$ cat src/hdl/lcg_rvu_pkg.sv
// Shared types, codes and constants of the LCG random variate unit.
`default_nettype none
package lcg_rvu_pkg;

	localparam int SEED_W   = 32;
	localparam int VAR_W    = 32;
	localparam int TRIAL_W  = 16;
	localparam int PROB_W   = 33;
	localparam int CCOUNT_W = 3;
	localparam int CIDX_W   = 3;
	localparam int SUM_W    = 36;	// six 33-bit probabilities summed
	localparam int CFG_W    = 33;

	localparam int unsigned MAX_CLASSES_DEF = 6;
	localparam int unsigned MAX_TRIALS_DEF  = 65535;

	localparam logic [SEED_W-1:0]   LCG_MUL      = 32'd69069;
	localparam logic [SEED_W-1:0]   LCG_INC      = 32'd1;
	localparam logic [SEED_W-1:0]   SEED_RESET   = 32'd1;
	localparam logic [CCOUNT_W-1:0] CCOUNT_RESET = 3'd1;
	localparam logic [PROB_W-1:0]   PROB0_RESET  = 33'h1_0000_0000;

	// register indexes
	localparam logic [CIDX_W-1:0] CFG_SEED        = 3'd0;
	localparam logic [CIDX_W-1:0] CFG_CLASS_COUNT = 3'd1;
	localparam int                CFG_PROB0       = 2;

	typedef enum logic [1:0] {
		CMD_UNIFORM  = 2'd0,
		CMD_BINOMIAL = 2'd1,
		CMD_CLASS    = 2'd2
	} cmd_t;

	typedef enum logic [3:0] {
		ST_IDLE,
		ST_DISP,
		ST_SPAN,
		ST_MUL,
		ST_ADD,
		ST_BIN,
		ST_BCHK,
		ST_CADV,
		ST_CWALK,
		ST_DONE
	} st_t;

	typedef struct packed {
		logic load;
		logic adv;
		logic span;
		logic mul;
		logic add_lo;
		logic bin_draw;
		logic cls_step;
		logic out_load;
	} ctrl_t;

	typedef struct packed {
		cmd_t cmd;
		logic rem_zero;
		logic rem_last;
		logic cls_go;
		logic out_free;
	} stat_t;

endpackage
`default_nettype wire

$ cat src/hdl/lcg_random_variate_unit.sv
// Top level of the LCG random variate unit: controller, datapath and checks.
// Each beat is dispatched on its command: uniform runs the span, multiply and add steps,
// binomial loops over the trials, class pick walks the classes, other codes finish directly.
// One request at a time: a new beat is taken only once the result is registered.
// The binomial loop draws one seed per cycle, so its rate is set by the trial count.
// arst_n clears control state; the seed resets to 1, class_count to 1, class 0 holds all mass.
`default_nettype none
module lcg_random_variate_unit #(
	parameter int unsigned MAX_CLASSES = lcg_rvu_pkg::MAX_CLASSES_DEF,
	parameter int unsigned MAX_TRIALS  = lcg_rvu_pkg::MAX_TRIALS_DEF
) (
	input  wire logic                                 clk,
	input  wire logic                                 arst_n,
	// configuration write port
	input  wire logic                                 cfg_write,
	input  wire logic [lcg_rvu_pkg::CIDX_W-1:0]       cfg_index,
	input  wire logic [lcg_rvu_pkg::CFG_W-1:0]        cfg_data,
	// request beats
	input  wire logic                                 in_valid,
	output logic                                      in_stall,
	input  wire logic [1:0]                           cmd,
	input  wire logic signed [lcg_rvu_pkg::VAR_W-1:0] range_low,
	input  wire logic signed [lcg_rvu_pkg::VAR_W-1:0] range_high,
	input  wire logic [lcg_rvu_pkg::TRIAL_W-1:0]      trial_count,
	input  wire logic [lcg_rvu_pkg::PROB_W-1:0]       success_threshold,
	// result beats
	output logic                                      out_valid,
	input  wire logic                                 out_stall,
	output logic signed [lcg_rvu_pkg::VAR_W-1:0]      variate,
	output logic [lcg_rvu_pkg::SEED_W-1:0]            seed_after
);
	import lcg_rvu_pkg::*;

	ctrl_t ctl;
	stat_t stat;
	st_t   st;

	// sequencer: walks the mode's steps, one seed draw per cycle at most
	lcg_rvu_ctrl u_ctrl (
		.clk      (clk),
		.arst_n   (arst_n),
		.in_valid (in_valid),
		.in_stall (in_stall),
		.stat     (stat),
		.ctl      (ctl),
		.st       (st)
	);

	// datapath: LCG step, 32x32 span multiply, trial counter, class walk
	lcg_rvu_dp #(
		.MAX_CLASSES (MAX_CLASSES),
		.MAX_TRIALS  (MAX_TRIALS)
	) u_dp (
		.clk               (clk),
		.arst_n            (arst_n),
		.cfg_write         (cfg_write),
		.cfg_index         (cfg_index),
		.cfg_data          (cfg_data),
		.cmd               (cmd),
		.range_low         (range_low),
		.range_high        (range_high),
		.trial_count       (trial_count),
		.success_threshold (success_threshold),
		.ctl               (ctl),
		.stat              (stat),
		.out_stall         (out_stall),
		.out_valid         (out_valid),
		.variate           (variate),
		.seed_after        (seed_after)
	);

	// an accepted beat always leaves the sequencer busy
	a_busy_after_accept: assert property (@(posedge clk) disable iff (!arst_n)
		(in_valid && !in_stall) |=> (st != ST_IDLE))
		else $error("sequencer idle after accepting a beat");

	// a result load always raises the output valid
	a_load_sets_valid: assert property (@(posedge clk) disable iff (!arst_n)
		ctl.out_load |=> out_valid)
		else $error("result load lost");

	// results only appear out of the finishing step
	a_valid_from_done: assert property (@(posedge clk) disable iff (!arst_n)
		$rose(out_valid) |-> ($past(st) == ST_DONE))
		else $error("result raised outside the finishing step");

endmodule
`default_nettype wire

$ cat src/hdl/lcg_rvu_ctrl.sv
// Sequencing state machine of the LCG random variate unit.
`default_nettype none
module lcg_rvu_ctrl (
	input  wire logic                clk,
	input  wire logic                arst_n,
	input  wire logic                in_valid,
	output logic                     in_stall,
	input  wire lcg_rvu_pkg::stat_t  stat,
	output lcg_rvu_pkg::ctrl_t       ctl,
	output lcg_rvu_pkg::st_t         st
);
	import lcg_rvu_pkg::*;

	st_t st_q;
	st_t st_nx;

	always_ff @(posedge clk or negedge arst_n) begin
		if (!arst_n) begin
			st_q <= ST_IDLE;
		end else begin
			st_q <= st_nx;
		end
	end

	always_comb begin
		st_nx = st_q;
		case (st_q)
			ST_IDLE: begin
				if (in_valid) begin
					st_nx = ST_DISP;
				end
			end
			// mode dispatch once the beat's command is latched
			ST_DISP: begin
				case (stat.cmd)
					CMD_UNIFORM:  st_nx = ST_SPAN;
					CMD_BINOMIAL: st_nx = ST_BIN;
					CMD_CLASS:    st_nx = ST_CADV;
					default:      st_nx = ST_DONE;
				endcase
			end
			ST_SPAN:  st_nx = ST_MUL;
			ST_MUL:   st_nx = ST_ADD;
			ST_ADD:   st_nx = ST_DONE;
			ST_BIN: begin
				if (stat.rem_zero) begin
					st_nx = ST_DONE;
				end else if (stat.rem_last) begin
					st_nx = ST_BCHK;
				end
			end
			ST_BCHK:  st_nx = ST_DONE;
			ST_CADV:  st_nx = ST_CWALK;
			ST_CWALK: begin
				if (!stat.cls_go) begin
					st_nx = ST_DONE;
				end
			end
			ST_DONE: begin
				if (stat.out_free) begin
					st_nx = ST_IDLE;
				end
			end
			default:  st_nx = ST_IDLE;
		endcase
	end

	assign st = st_q;

	always_comb begin
		ctl      = '0;
		in_stall = 1'b1;
		case (st_q)
			ST_IDLE: begin
				in_stall = 1'b0;
				ctl.load = in_valid;
			end
			ST_SPAN: begin
				ctl.adv  = 1'b1;
				ctl.span = 1'b1;
			end
			ST_MUL:  ctl.mul = 1'b1;
			ST_ADD:  ctl.add_lo = 1'b1;
			ST_BIN: begin
				ctl.adv      = !stat.rem_zero;
				ctl.bin_draw = !stat.rem_zero;
			end
			ST_BCHK:  ctl = '0;
			ST_CADV:  ctl.adv = 1'b1;
			ST_CWALK: ctl.cls_step = stat.cls_go;
			ST_DONE:  ctl.out_load = stat.out_free;
			default:  ctl = '0;
		endcase
	end

endmodule
`default_nettype wire

$ cat src/hdl/lcg_rvu_dp.sv
// Datapath of the LCG random variate unit: seed, config store, draw arithmetic, result register.
`default_nettype none
module lcg_rvu_dp #(
	parameter int unsigned MAX_CLASSES = lcg_rvu_pkg::MAX_CLASSES_DEF,
	parameter int unsigned MAX_TRIALS  = lcg_rvu_pkg::MAX_TRIALS_DEF
) (
	input  wire logic                                   clk,
	input  wire logic                                   arst_n,
	input  wire logic                                   cfg_write,
	input  wire logic [lcg_rvu_pkg::CIDX_W-1:0]         cfg_index,
	input  wire logic [lcg_rvu_pkg::CFG_W-1:0]          cfg_data,
	input  wire logic [1:0]                             cmd,
	input  wire logic signed [lcg_rvu_pkg::VAR_W-1:0]   range_low,
	input  wire logic signed [lcg_rvu_pkg::VAR_W-1:0]   range_high,
	input  wire logic [lcg_rvu_pkg::TRIAL_W-1:0]        trial_count,
	input  wire logic [lcg_rvu_pkg::PROB_W-1:0]         success_threshold,
	input  wire lcg_rvu_pkg::ctrl_t                     ctl,
	output lcg_rvu_pkg::stat_t                          stat,
	input  wire logic                                   out_stall,
	output logic                                        out_valid,
	output logic signed [lcg_rvu_pkg::VAR_W-1:0]        variate,
	output logic [lcg_rvu_pkg::SEED_W-1:0]              seed_after
);
	import lcg_rvu_pkg::*;

	localparam int CLS_W = $clog2(MAX_CLASSES);

	// configuration and seed
	logic [SEED_W-1:0]   seed_q;
	logic [CCOUNT_W-1:0] class_count_q;
	logic [PROB_W-1:0]   prob_q [MAX_CLASSES];

	// per-request working registers
	cmd_t                cmd_q;
	logic                chk_q;
	logic                out_valid_q;
	logic [VAR_W-1:0]    lo_q;
	logic [VAR_W-1:0]    hi_q;
	logic [SEED_W:0]     span_q;
	logic [SEED_W-1:0]   prod_hi_q;
	logic [VAR_W-1:0]    res_q;
	logic [TRIAL_W-1:0]  rem_q;
	logic [PROB_W-1:0]   thr_q;
	logic [CLS_W-1:0]    c_q;
	logic [SUM_W-1:0]    sum_q;
	logic [VAR_W-1:0]    variate_q;
	logic [SEED_W-1:0]   seed_after_q;

	logic [SEED_W-1:0]   seed_nx;
	logic [2*SEED_W-1:0] prod;
	logic [SEED_W-1:0]   mul_hi;
	logic [TRIAL_W-1:0]  n_clamp;
	logic                swap;
	logic [CCOUNT_W-1:0] kc;
	logic [CLS_W-1:0]    c_nx;
	logic [PROB_W-1:0]   prob_nx;
	logic                hit;
	logic [VAR_W-1:0]    var_sel;

	assign seed_nx = SEED_W'(seed_q * LCG_MUL) + LCG_INC;
	assign prod    = (2*SEED_W)'(seed_q) * (2*SEED_W)'(span_q[SEED_W-1:0]);
	// a full 2^32 span returns the seed itself
	assign mul_hi  = span_q[SEED_W] ? seed_q : prod[2*SEED_W-1:SEED_W];
	assign n_clamp = (32'(trial_count) > MAX_TRIALS) ? TRIAL_W'(MAX_TRIALS) : trial_count;
	assign swap    = range_high < range_low;
	assign hit     = chk_q && ({1'b0, seed_q} < thr_q);

	always_comb begin
		if (class_count_q == '0) begin
			kc = CCOUNT_W'(1);
		end else if (32'(class_count_q) > MAX_CLASSES) begin
			kc = CCOUNT_W'(MAX_CLASSES);
		end else begin
			kc = class_count_q;
		end
	end

	assign c_nx    = c_q + 1'b1;
	assign prob_nx = (32'(c_nx) < MAX_CLASSES) ? prob_q[c_nx] : '0;

	assign stat.cmd      = cmd_q;
	assign stat.rem_zero = rem_q == '0;
	assign stat.rem_last = rem_q == TRIAL_W'(1);
	assign stat.cls_go   = ({(SUM_W-SEED_W)'(0), seed_q} > sum_q)
		&& ((4'(c_q) + 4'd1) < 4'(kc));
	assign stat.out_free = !out_valid_q || !out_stall;

	// seed and configuration
	always_ff @(posedge clk or negedge arst_n) begin
		if (!arst_n) begin
			seed_q        <= SEED_RESET;
			class_count_q <= CCOUNT_RESET;
			for (int i = 0; i < MAX_CLASSES; i++) begin
				prob_q[i] <= (i == 0) ? PROB0_RESET : '0;
			end
		end else begin
			if (cfg_write && cfg_index == CFG_SEED) begin
				seed_q <= cfg_data[SEED_W-1:0];
			end else if (ctl.adv) begin
				seed_q <= seed_nx;
			end
			if (cfg_write && cfg_index == CFG_CLASS_COUNT) begin
				class_count_q <= cfg_data[CCOUNT_W-1:0];
			end
			for (int i = 0; i < MAX_CLASSES; i++) begin
				if (cfg_write && cfg_index == CIDX_W'(CFG_PROB0 + i)) begin
					prob_q[i] <= cfg_data[PROB_W-1:0];
				end
			end
		end
	end

	// control flags
	always_ff @(posedge clk or negedge arst_n) begin
		if (!arst_n) begin
			cmd_q       <= CMD_UNIFORM;
			chk_q       <= 1'b0;
			out_valid_q <= 1'b0;
		end else begin
			if (ctl.load) begin
				cmd_q <= cmd_t'(cmd);
			end
			chk_q <= ctl.bin_draw;
			if (ctl.out_load) begin
				out_valid_q <= 1'b1;
			end else if (!out_stall) begin
				out_valid_q <= 1'b0;
			end
		end
	end

	always_comb begin
		case (cmd_q)
			CMD_UNIFORM:  var_sel = res_q;
			CMD_BINOMIAL: var_sel = res_q;
			CMD_CLASS:    var_sel = VAR_W'(c_q);
			default:      var_sel = '0;
		endcase
	end

	// payload
	always_ff @(posedge clk) begin
		if (ctl.load) begin
			lo_q  <= swap ? range_high : range_low;
			hi_q  <= swap ? range_low : range_high;
			rem_q <= n_clamp;
			thr_q <= success_threshold;
			c_q   <= '0;
			sum_q <= SUM_W'(prob_q[0]);
			res_q <= '0;
		end else begin
			if (ctl.span) begin
				span_q <= {hi_q[VAR_W-1], hi_q} - {lo_q[VAR_W-1], lo_q} + (SEED_W+1)'(1);
			end
			if (ctl.mul) begin
				prod_hi_q <= mul_hi;
			end
			if (ctl.add_lo) begin
				res_q <= lo_q + prod_hi_q;
			end else if (hit) begin
				res_q <= res_q + VAR_W'(1);
			end
			if (ctl.bin_draw) begin
				rem_q <= rem_q - TRIAL_W'(1);
			end
			if (ctl.cls_step) begin
				c_q   <= c_nx;
				sum_q <= sum_q + SUM_W'(prob_nx);
			end
		end
		if (ctl.out_load) begin
			variate_q    <= var_sel;
			seed_after_q <= seed_q;
		end
	end

	assign out_valid  = out_valid_q;
	assign variate    = variate_q;
	assign seed_after = seed_after_q;

endmodule
`default_nettype wire
$ cat config.mk
export PLATFORM = sky130hd
export DESIGN_NAME = lcg_random_variate_unit
export DESIGN_NICKNAME = d
export VERILOG_FILES = /design/src/hdl/lcg_rvu_pkg.sv /design/src/hdl/lcg_random_variate_unit.sv /design/src/hdl/lcg_rvu_ctrl.sv /design/src/hdl/lcg_rvu_dp.sv
export SDC_FILE = /design/constraint.sdc
export NUM_CORES = 2
export LEC_CHECK = 0
export ABC_AREA = 1
export BUFFER_PORTS_ARGS = -buffer_cell sky130_fd_sc_hd__buf_2
export CORE_UTILIZATION = 60
export DETAILED_ROUTE_END_ITERATION = 8
export GPL_TIMING_DRIVEN = 0
export PLACE_DENSITY = 0.86
export SYNTH_ARGS = -nofsm -noshare
export SYNTH_HDL_FRONTEND = slang
export SYNTH_HIERARCHICAL = 1
export SYNTH_SLANG_ARGS = --single-unit
$ cat constraint.sdc
create_clock -name clk -period 20 [get_ports clk]
set_input_delay 1 -clock clk [delete_from_list [all_inputs] [get_ports clk]]
set_output_delay 1 -clock clk [all_outputs]
set_load 0.02 [all_outputs]
==> metrics.csv <==
stage;metric;value;unit
status;status;finished clean;
cts;clk root buf;clkbuf_16;
global_route;vias in the first global route;68500;
timing;final hold violations;0;
setup_path;Worst setup EP type;flip-flop;
detailed_routing;WL/cell;23.9;um
setup_path;critical path type;flip-flop to flip-flop;
timing;Tmin final;9940;ps
timing;Max Clock Skew;104;ps
detailed_routing;highest routed layer;met5;
timing;worst slew pin tran;1470;ps
yosys;Cell Area, Synth;0.0758;sq mm
global_route;GRT overflow;0;
detailed_routing;via count;68600;
setup_path;Worst Setup Start Kind;flip-flop;
yosys;Mapped Avg Cell Area;7.69;sq um
floorplan;# IOs;222;
yosys;EDFF count, synth;275;
cts;Worst-path clk slew;70;ps
setup_path;Setup crit start;u_dp/seed_q[7];
yosys;Yosys top cell by area;fa_1;
timing;maximum clock frequency;101;MHz
yosys;cell with the most instances after synthesis;nand2_1;
setup_path;CP Max Fanout;11;
global_route;gr usage total;44.6;%
cts;TritonCTS Sinks;554;
setup_path;CP required;20380;ps
worst_hold_path;hold crit path type;primary input to asynchronous set/reset pin;
detailed_routing;DRC errors left;0;
yosys;synth unique cells;61;
place;DPL Wire Length;235;mm
detailed_routing;DR WL met3;33.2;mm
setup_path;Reg2Reg Depth;25;
floorplan;initial core utilization;60.4;%
setup_path;Critical Path End;u_dp/prod_hi_q[26];
yosys;Seq/Total Area, Yosys;19.9;%
cts;CTS max path bufs;3;
yosys;Post-Synthesis Cells;9865;
floorplan;Die Height;358;um
cts;H-tree levels;2;
setup_path;r2r startpoint;u_dp/seed_q[7];
floorplan;die width;358;um
setup_path;Top cell by count, worst path;fa_1;
setup_path;max incr delay on CP;1130;ps
cts;Setup Fix Bufs, Post-CTS;0;
timing;RSZ-0062 raised after global routing;no;
detailed_routing;Via density;5.78;
setup_path;crit path DAT;10310;ps
detailed_routing;met2 WL;125;mm
detailed_routing;initial drt markers;7993;
detailed_routing;drt total wl;284;mm
timing;Final period util;49.7;%
timing;# setup viols final;0;
timing;Worst slew margin;2.19;%
yosys;FF+latch count, synth;554;
finish;layout filler cell count;11100;
detailed_routing;drt first pass iters;8;
cts;clock latency on the worst-skew pair;710;ps
cts;CTS tree;done;
place;Port Buffer Count;221;
yosys;top_reg_cell synth;edfxtp_1;
global_route;first-pass GRT wire length;418;mm
place;routability cong.;1.09;
detailed_routing;M1 wire length;102;mm
yosys;main area contributors after synthesis;fa_1, nand2_1, inv_1, edfxtp_1, ha_1;
floorplan;Row Count;130;
flow_run;Max Cap Viol;0;
finish;Area Overhead vs Synth;7.17;%
global_route;initial antenna violation count;10;
finish;fin nets;12000;
yosys;FFs w/ async S/R, synth;43.5;%
yosys;synth warn;6;
yosys;Post-synth top cells;nand2_1, inv_1, fa_1, ha_1, nor2_1;
cts;Post-CTS Hold Buffers;0;
setup_path;Crit-path slowest cell;clkbuf_1;
setup_path;R2R Setup Slk;10070;ps
detailed_routing;Antenna Violating Nets Remaining;0;
setup_path;reg2reg end;u_dp/prod_hi_q[26];
cts;cts bufs inserted;60;
timing;Max Slew Vio Count;0;
global_route;largest net degree at the start of global routing;126;
finish;layout cells sized above 1;3.98;%
yosys;area fraction of the dominant cell type after synthesis;27.5;%
yosys;syn_nets;11700;
timing;setup tns final;0;ps
floorplan;core area;0.126;sq mm
floorplan;Die Footprint;0.128;sq mm
cts;Gates resized, CTS repair;0;
registers in the layout (all words and copies together) (netlist names), 16 cells and up:
signal / count
u_dp/lo_q: 32
u_dp/prod_hi_q: 32
u_dp/seed_q: 32
u_dp/span_q: 33
u_dp/rem_q: 16
u_dp/seed_after: 32
u_dp/res_q: 32
u_dp/sum_q: 36
u_dp/variate: 32
u_dp/hi_q: 32
u_dp/prob_q: 198
u_dp/thr_q: 33
layout make-up:
cell class / instances / area, sq um / share of cell area, %
Clock inverter: 25 / 290 / 0.357
Timing Repair Buffer: 233 / 1320 / 1.63
Clock buffer: 87 / 1710 / 2.10
Sequential cell: 554 / 15100 / 18.5
Antenna cell: 8 / 20.0 / 0.0246
Inverter: 2416 / 9070 / 11.2
Tap cell: 1650 / 2060 / 2.54
Buffer: 365 / 1460 / 1.80
Multi-Input combinational cell: 6530 / 50300 / 61.9
placed cells by master, fill, tap and decap left out, drive strengths merged, types with 3 or more instances in the layout:
cell and instances:
xor2 69, dfstp 3, inv 2418, nor3 62, o21a 9, o221ai 12
clkinv 20, ha 659, edfxtp 275, diode 8, nand3b 19, a21o 10
o31ai 33, o21bai 28, a21oi 306, and3 5, bufinv 3, clkbuf 387
or2 11, fa 1043, o22ai 5, a21boi 5, dfrtp 238, o211ai 19
xnor2 24, a31oi 27, nand4 56, nand2 2658, nor2 586, dfxtp 38
nor4 10, nand3 301, o21ai 558, buf 298
worst min path at each step:
stage | start | endpoint | cells past startpoint
2_1_floorplan | u_dp/prob_q[132] | u_dp/prob_q[132] | 2
3_3_place_gp | u_dp/prob_q[132] | u_dp/prob_q[132] | 2
3_5_place_dp | u_dp/prob_q[144] | u_dp/prob_q[144] | 2
4_1_cts | arst_n | u_dp/prob_q[102] | 1
5_1_grt | success_threshold[15] | u_dp/thr_q[15] | 1
6_report | arst_n | u_dp/class_count_q[1] | 1
metal layers:
layer	global-route usage, %	vias to the layer above
met5	0.0741	-
met4	29.9	12
met2	69.2	4318
met1	54.6	33000
met3	12.2	1091
li1	-	30300
metrics by stage:
step                cells  setup WS [ps]  hold slack (ps)  util [%]  instance area (sq um)
floorplan            9865          13040              448         -                  75800
global placement    11700           9430              460      62.9                  79000
detailed placement  11700          10440              467      63.1                  79200
CTS                 11900          10360              415      64.7                  81200
global route        11900           9890              453      64.7                  81200
finish              11900          10070              402      64.7                  81300
logic make-up after synthesis:
kind of cell | Yosys count | synth area share (%)
AO/OA/AOI/OAI | 1022 | 7.26
XOR/XNOR | 93 | 1.07
buffers and inverters | 2781 | 13.9
adder cells (fa/ha/maj) | 1703 | 38.4
flip-flops | 554 | 19.9
AND/OR/NAND/NOR | 3712 | 19.5
worst max-delay path, delay by kind of cell (launching register included):
kind                     cells  cell delay (ps)
buffers and inverters        7             2370
adder cells (fa/ha/maj)      9             4550
flip-flops                   1              860
AND/OR/NAND/NOR              6             1070
AO/OA/AOI/OAI                3              710
Power is left out: the tool's default activity adds up to more than one toggle a clock period on the data nets, which glitch-free logic cannot reach.
